==> src/design/cdf_pkg.sv <==
// Shared types, constants and coefficient tables for the CDF 9/7 lifting block.
// No dependencies; used by cdf_mac, cdf97_lifting_wavelet_1d and both testbench files.
package cdf_pkg;

  localparam int SAMPLE_W = 32;
  localparam int LEN_W = 7;
  localparam int COEF_W = 18;
  localparam int OPND_W = SAMPLE_W + 1;
  localparam int PROD_W = OPND_W + COEF_W;
  localparam int FRAC_W = 16;
  localparam int RND_W = PROD_W - FRAC_W;
  localparam int SUM_W = RND_W + 1;

  localparam int DEFAULT_MAX_LENGTH = 64;
  localparam int MIN_LENGTH = 4;
  localparam logic [LEN_W-1:0] LENGTH_RESET = 7'd64;

  localparam int CFG_ADDR_W = 1;
  localparam logic [CFG_ADDR_W-1:0] CFG_DIRECTION = 1'b0;
  localparam logic [CFG_ADDR_W-1:0] CFG_LENGTH = 1'b1;

  localparam int PASS_W = 3;
  localparam logic [PASS_W-1:0] LAST_PASS = 3'd4;

  localparam logic signed [COEF_W-1:0] C_P1 = -18'sd103949;
  localparam logic signed [COEF_W-1:0] C_U1 = -18'sd3472;
  localparam logic signed [COEF_W-1:0] C_P2 = 18'sd57862;
  localparam logic signed [COEF_W-1:0] C_U2 = 18'sd29066;
  localparam logic signed [COEF_W-1:0] C_K = 18'sd75340;
  localparam logic signed [COEF_W-1:0] C_INV_K = 18'sd57007;

  typedef struct packed {
    logic signed [OPND_W-1:0]   operand;
    logic signed [COEF_W-1:0]   coeff;
    logic signed [SAMPLE_W-1:0] addend;
  } mac_req_t;

  typedef struct packed {
    logic                     is_scale;
    logic                     start;
    logic signed [COEF_W-1:0] coeff;
  } pass_t;

  // Forward runs four lifting steps then scaling; inverse runs them mirrored.
  function automatic pass_t pass_info(input logic inv, input logic [PASS_W-1:0] pass);
    pass_t p;
    p = '{is_scale: 1'b1, start: 1'b0, coeff: C_K};
    case (pass)
      3'd0: begin
        if (!inv) p = '{is_scale: 1'b0, start: 1'b1, coeff: C_P1};
      end
      3'd1: begin
        p = inv ? '{is_scale: 1'b0, start: 1'b0, coeff: -C_U2}
                : '{is_scale: 1'b0, start: 1'b0, coeff: C_U1};
      end
      3'd2: begin
        p = inv ? '{is_scale: 1'b0, start: 1'b1, coeff: -C_P2}
                : '{is_scale: 1'b0, start: 1'b1, coeff: C_P2};
      end
      3'd3: begin
        p = inv ? '{is_scale: 1'b0, start: 1'b0, coeff: -C_U1}
                : '{is_scale: 1'b0, start: 1'b0, coeff: C_U2};
      end
      3'd4: begin
        if (inv) p = '{is_scale: 1'b0, start: 1'b1, coeff: -C_P1};
      end
      default: p = '{is_scale: 1'b1, start: 1'b0, coeff: C_K};
    endcase
    return p;
  endfunction

  function automatic logic signed [COEF_W-1:0] scale_coeff(input logic inv, input logic odd);
    return (inv ^ odd) ? C_INV_K : C_K;
  endfunction

endpackage

==> src/design/cdf_mac.sv <==
// Shared two-stage multiply, round-half-up and saturating add unit.
// Depends on cdf_pkg for widths and the request struct.
module cdf_mac (
  input  logic                                  clk,
  input  cdf_pkg::mac_req_t                     req,
  output logic signed [cdf_pkg::SAMPLE_W-1:0]   result
);

  localparam logic signed [cdf_pkg::PROD_W-1:0] ROUND_BIAS =
    cdf_pkg::PROD_W'(1) <<< (cdf_pkg::FRAC_W - 1);
  localparam logic signed [cdf_pkg::SUM_W-1:0] SAT_MAX =
    cdf_pkg::SUM_W'((64'sd1 <<< (cdf_pkg::SAMPLE_W - 1)) - 64'sd1);
  localparam logic signed [cdf_pkg::SUM_W-1:0] SAT_MIN =
    cdf_pkg::SUM_W'(-(64'sd1 <<< (cdf_pkg::SAMPLE_W - 1)));

  logic signed [cdf_pkg::PROD_W-1:0]   prod;
  logic signed [cdf_pkg::SAMPLE_W-1:0] addend;
  logic signed [cdf_pkg::PROD_W-1:0]   shifted;
  logic signed [cdf_pkg::RND_W-1:0]    rounded;
  logic signed [cdf_pkg::SUM_W-1:0]    total;
  logic signed [cdf_pkg::SAMPLE_W-1:0] saturated;

  always_comb begin
    shifted = (prod + ROUND_BIAS) >>> cdf_pkg::FRAC_W;
    rounded = shifted[cdf_pkg::RND_W-1:0];
    total = cdf_pkg::SUM_W'(rounded) + cdf_pkg::SUM_W'(addend);
    if (total > SAT_MAX) begin
      saturated = SAT_MAX[cdf_pkg::SAMPLE_W-1:0];
    end else if (total < SAT_MIN) begin
      saturated = SAT_MIN[cdf_pkg::SAMPLE_W-1:0];
    end else begin
      saturated = total[cdf_pkg::SAMPLE_W-1:0];
    end
  end

  always_ff @(posedge clk) begin
    prod <= req.operand * req.coeff;
    addend <= req.addend;
    result <= saturated;
  end

endmodule

==> config.mk <==
export PLATFORM = sky130hd
export DESIGN_NAME = cdf_mac
export DESIGN_NICKNAME = d
export VERILOG_FILES = /design/src/design/cdf_pkg.sv /design/src/design/cdf_mac.sv
export SDC_FILE = /design/constraint.sdc
export NUM_CORES = 2
export LEC_CHECK = 0
export ABC_CLOCK_PERIOD_IN_PS = 22500
export BUFFER_PORTS_ARGS = -buffer_cell sky130_fd_sc_hd__buf_2
export CAP_MARGIN = 5
export CORE_AREA = 2 2 289 291
export CTS_CLUSTER_DIAMETER = 50
export DETAILED_ROUTE_END_ITERATION = 16
export DIE_AREA = 0 0 291 293
export MAX_ROUTING_LAYER = met4
export REMOVE_ABC_BUFFERS = 1
export SYNTH_ARGS = -nofsm -noshare
export SYNTH_HDL_FRONTEND = slang
export SYNTH_SLANG_ARGS = --single-unit
==> constraint.sdc <==
create_clock -name clk -period 22.5 [get_ports clk]
set_input_delay 4.5 -clock clk [delete_from_list [all_inputs] [get_ports clk]]
set_output_delay 4.5 -clock clk [all_outputs]
set_load 0.005 [all_outputs]
# Word level (Yosys, flattened, before mapping)
# Index checks and enable logic that the tools add are counted.
[totals]
ff_bits = 115
output_inout_bits = 32
wordCells = 9
inputBits = 84
[op_classes]
muxes = 1
magnitude_cmp = 2
n_mul = 1
addsub = 2
[op_table]
columns = ["cell", "count"]
rows = [
  ["51-bit by 17-bit adder with 51-bit output (second input constant)", 1],
  ["33-bit by 18-bit multiplier with 51-bit output", 1],
  ["35-bit by 32-bit adder with 36-bit output", 1],
  ["36-bit by 32-bit greater-than comparator with 1-bit output (second input constant)", 1],
  ["36-bit by 32-bit < comparator with 1-bit output (second input constant)", 1],
  ["32-bit two-way mux", 1],
]

# Logic depth before layout (Yosys ltp)
[logic_depth]
ltp_word = 4
mapped_depth = 25
depth_no_buf = 24

# Worst setup path before layout
# No wires, ideal clock.
[synth_path]
kind = "input port to flip-flop"
startpoint = "input port req[73] (netlist name)"
endpoint = "register prod[44] (netlist name)"
setup_ns = 0.121
stages = 22
arrival_time_ns = 10.429
required_ns = 22.379
path_buffers = 2
slack_ns = 11.950
cell_sequence = "clkbuf_1 clkbuf_1 nand2_1 fa_1 fa_1 fa_1 inv_1 fa_1 fa_1 inv_1 fa_1 inv_1 ha_1 and3_1 or3b_2 o221a_2 a21o_1 a21oi_1 nand2_1 o21ai_0 a21oi_1 xnor2_1"
[synth_via]
elab_chain_len = 1
[synth_rtl]
columns = ["item", "line", "text"]
rows = [
  ["start: declaration", "cdf_mac.sv:5", "input cdf_pkg::mac_req_t req,"],
  ["33-bit by 18-bit multiplier with 51-bit output", "cdf_mac.sv:37", "prod <= req.operand * req.coeff;"],
  ["end signal: assignment", "cdf_mac.sv:37", ""],
  ["end: declaration", "cdf_mac.sv:16", "logic signed [cdf_pkg::PROD_W-1:0] prod;"],
]
# No other way between the ends.
# A chain may end at the register's enable or synchronous reset.

# Final worst setup path
[layout_path]
startpoint = "input port req[44] (netlist name)"
endpoint = "register prod[44] (netlist name)"
# The elaborated chain is that of the path after synthesis.

==> summary.md <==
| Metric | Value |
|---|---|
| Status | `complete, no violations` |
| Post-DRT Antenna Nets | `0` |
| Crit path arrival time | `roughly 12 ns` |
| Fmax | `0.0877 GHz` |
| DRT Pass-1 Iters | `5` |
| DP HPWL | `approximately 50000 um` |
| Fin crit share | `0.507` |
| End point of the critical path | `prod[44]` |
| Min Tclk post-route | `around 11 ns` |
| Clk Latency, worst-skew pair | `between 0.3 and 0.4 ns` |
| Largest net degree at the start of global routing | `34` |
| Number of port buffers | `between 100 and 150` |
| Simple-gate share of the synthesized area | `0.154` |
| Routability cong. | `roughly 0.84` |
| H-tree levels | `3` |
| # DRC | `0` |
| Top cells by area, synth | `fa_1 (47%), inv_1 (9.8%), dfxtp_1 (8.2%)` |
| Synthesized flop and latch total | `100` |
| Row cnt | `approximately 110` |
| Unrepaired setup endpoints after global routing | `false` |
| Hold crit path type | `reg -> reg` |
| MaxCap Viol Count | `0` |
| Crit. End Element | `flip-flop` |
| CP Launch Type | `input port` |
| Initial antenna violation count | `8` |
| Die width | `291 um` |
| R2R cell count | `21` |
| Mean post-synth cell area | `around 9.0 sq um` |
| EDFF count, synth | `0` |
| Setup Buffers After CTS | `0` |
| Largest family of logic cells by synthesized area | `adder cells` |
| Die H | `approximately 290 um` |
| Worst reg2reg path endpoint | `result[25]` |
| CP max FO | `33` |
| Clock Tree Buf Depth | `2` |
| Layout fillers | `approximately 8600` |
| Register area share after synthesis | `0.0817` |
| Relative slew slack | `0.343` |
| Xor/xnor cell area share of the yosys netlist | `0.0383` |
| Routed Wire Length | `~64000 um` |
| Post-DP Area | `about 26000 sq um` |
| All-Layer GR Usage | `0.163` |
| Netlist cell types | `70` |
| TritonCTS clock tree | `yes` |
| Clock root buffer | `clkbuf_16` |
| Crit path from | `req[44]` |
| Initial core utilization | `0.299` |
| FF-to-FF Start | `prod[17]` |
| Fin. max-slew vios | `0` |
| Vias per std cell | `about 4.7` |
| Hold-fix buffers, CTS | `0` |
| Critical Path RT | `between 20 and 25 ns` |
| Vias in the first global route | `about 20000` |
| Leading area contributor after synthesis | `fa_1` |
| Multiplexer share of the synthesized area | `0.000460` |
| R2R setup slack | `17.09 ns` |
| DR vias | `between 15000 and 20000` |
| Fin. Hold Viols | `0` |
| Grt ovf | `0` |
| Area Overhead vs Synth | `7.46%` |
| Setup TNS Final | `0 ns` |
| Syn Inst Count | `between 2000 and 3000` |
| Post-synth ARST share | `0` |
| First-pass GRT wire length | `between 100000 and 150000 um` |
| Synth Area in Compound Gates | `0.0647` |
| Setup Viol. Count Final | `0` |
| CTS-repair resized insts | `0` |
| Ys Warns | `0` |
| Post-route cell area | `approximately 26000 sq um` |
| Reg clk slew, reported paths | `~0.070 ns` |
| Share of layout cells above drive strength 1 | `0.0621` |
| IO Count | `~120` |
| Sink Count | `100` |
| Synth Cell Area | `24500 sq um` |
| Layout net count | `~3500` |
| Total CTS buffers | `9` |
| Clock Skew | `around 0.011 ns` |
| Share of the synthesized area in the top cell type | `0.465` |
| Adder-Cell Fraction of Synth Area | `0.544` |
| Tightest Pin Transition | `0.986 ns` |
| Post-synth top flop | `dfxtp_1` |
| Crit path kind | `in -> reg` |
| WL/cell | `16.9 um` |
| DRT iter0 DRCs | `roughly 910` |
| Die ar. | `85300 sq um` |
| CORE AREA | `between 80000 and 90000 sq um` |
-- layout by cell type, fill, tap and decap left out, types with 5 or more instances in the layout --
master / n
buf_2: 115
o21bai_1: 9
o21ai_0: 29
a31oi_1: 5
and3_1: 8
fa_1: 569
and4_1: 7
nor3_1: 11
o21a_1: 7
nor2b_1: 6
nand4_1: 19
inv_1: 639
nand2_1: 389
buf_4: 13
xor2_1: 37
a211oi_1: 5
nand3_1: 24
nor2_1: 64
nand2b_1: 12
clkbuf_16: 9
a21oi_1: 97
a21o_1: 40
and2_1: 230
xnor2_1: 70
dfxtp_1: 100
ha_1: 154
-- registers in the layout (all words and copies together), names as in the netlist --
register	flops
prod	36
addend	32
result	32
-- logic make-up (layout without fill, tap and decap cells) --
group | after synthesis | in the layout
AOI/OAI and AO/OA | 238 | 238
DFF | 100 | 100
xor gates and xnor gates | 107 | 107
and+or+nand+nor | 786 | 786
other | 0 | 4
muxes | 1 | 1
buffers and inverters | 752 | 784
adders and majority gates | 723 | 723
-- critical path: stages --
cell	delay, ns
buf_2	0.71
nand2_1	0.18
fa_1	0.58
inv_1	0.05
fa_1	0.58
fa_1	0.44
fa_1	0.48
fa_1	0.50
inv_1	0.05
fa_1	0.52
inv_1	0.05
ha_1	0.35
nand4_1	0.18
or3b_2	0.51
nor2_1	0.24
o211ai_1	0.29
a21o_1	0.28
a21oi_1	0.22
nand2_1	0.12
o21ai_0	0.44
a21oi_1	0.15
xnor2_1	0.14
-- through the flow --
stage	setup WS, ns	utilization	cells	hold WS [ns]
2_1_floorplan	12.31	-	2595	0.566
3_3_place_gp	10.80	0.318	3793	0.685
3_5_place_dp	10.76	0.318	3793	0.692
4_1_cts	11.07	0.321	3809	0.717
5_1_grt	10.74	0.322	3812	0.774
6_report	11.09	0.322	3813	0.679
-- Yosys cell counts (2+ instances only) --
cell type  number
nand3_1        24
o31a_1          2
ha_1          154
and3_2          3
nor2_1         64
buf_6           5
o221ai_1        2
or3_1           2
and3_1          8
nand2_1       389
a211oi_1        5
clkbuf_1      102
o211ai_1        4
nand2b_1       12
or2_2           4
a21oi_2         4
a31o_2          3
fa_1          569
a21boi_0        2
and2_1        230
dfxtp_1       100
o311ai_0        3
buf_1           2
o21ai_0        29
o31ai_1         2
o21bai_1        9
o22ai_1         3
a221o_1         2
xnor2_1        70
nor2b_1         6
a31oi_1         5
nor3_1         11
inv_1         639
xor2_1         37
a21o_1         40
and4_1          7
a21oi_1        97
nand4_1        19
o21a_1          7
-- worst min path at each step --
stage / from / end / slack (ns) / depth (start not counted)
floorplan: addend[0] / result[0] / 0.57 / 3
global placement: addend[0] / result[0] / 0.69 / 3
detailed placement: addend[1] / result[1] / 0.69 / 3
CTS: addend[1] / result[1] / 0.72 / 3
global route: addend[1] / result[1] / 0.77 / 3
finish: addend[1] / result[1] / 0.68 / 3
-- area by class of cell --
cell class	count	area (sq um)	share of cell area
Antenna cell	4	10.0	0.000380
Inverter	640	2400	0.0913
Timing Repair Buffer	128	673	0.0256
Clock inverter	5	36.3	0.00138
Clock buffer	11	233	0.00884
Multi-Input combinational cell	1855	19600	0.746
Tap cell	1070	1340	0.0509
Sequential cell	100	2000	0.0761
-- layer usage --
layer	wire length (um)	vias to the layer above	part of all wire	global-route usage
li1	-	8035	-	-
met1	26500	9167	0.41	0.197
met2	32800	476	0.51	0.290
met3	3450	91	0.053	0.0174
met4	1730	0	0.027	0.0415
met5	0	-	0	-
Power is not shown: default switching activity piles up to over one toggle a cycle in this logic, so the estimate is an artifact.
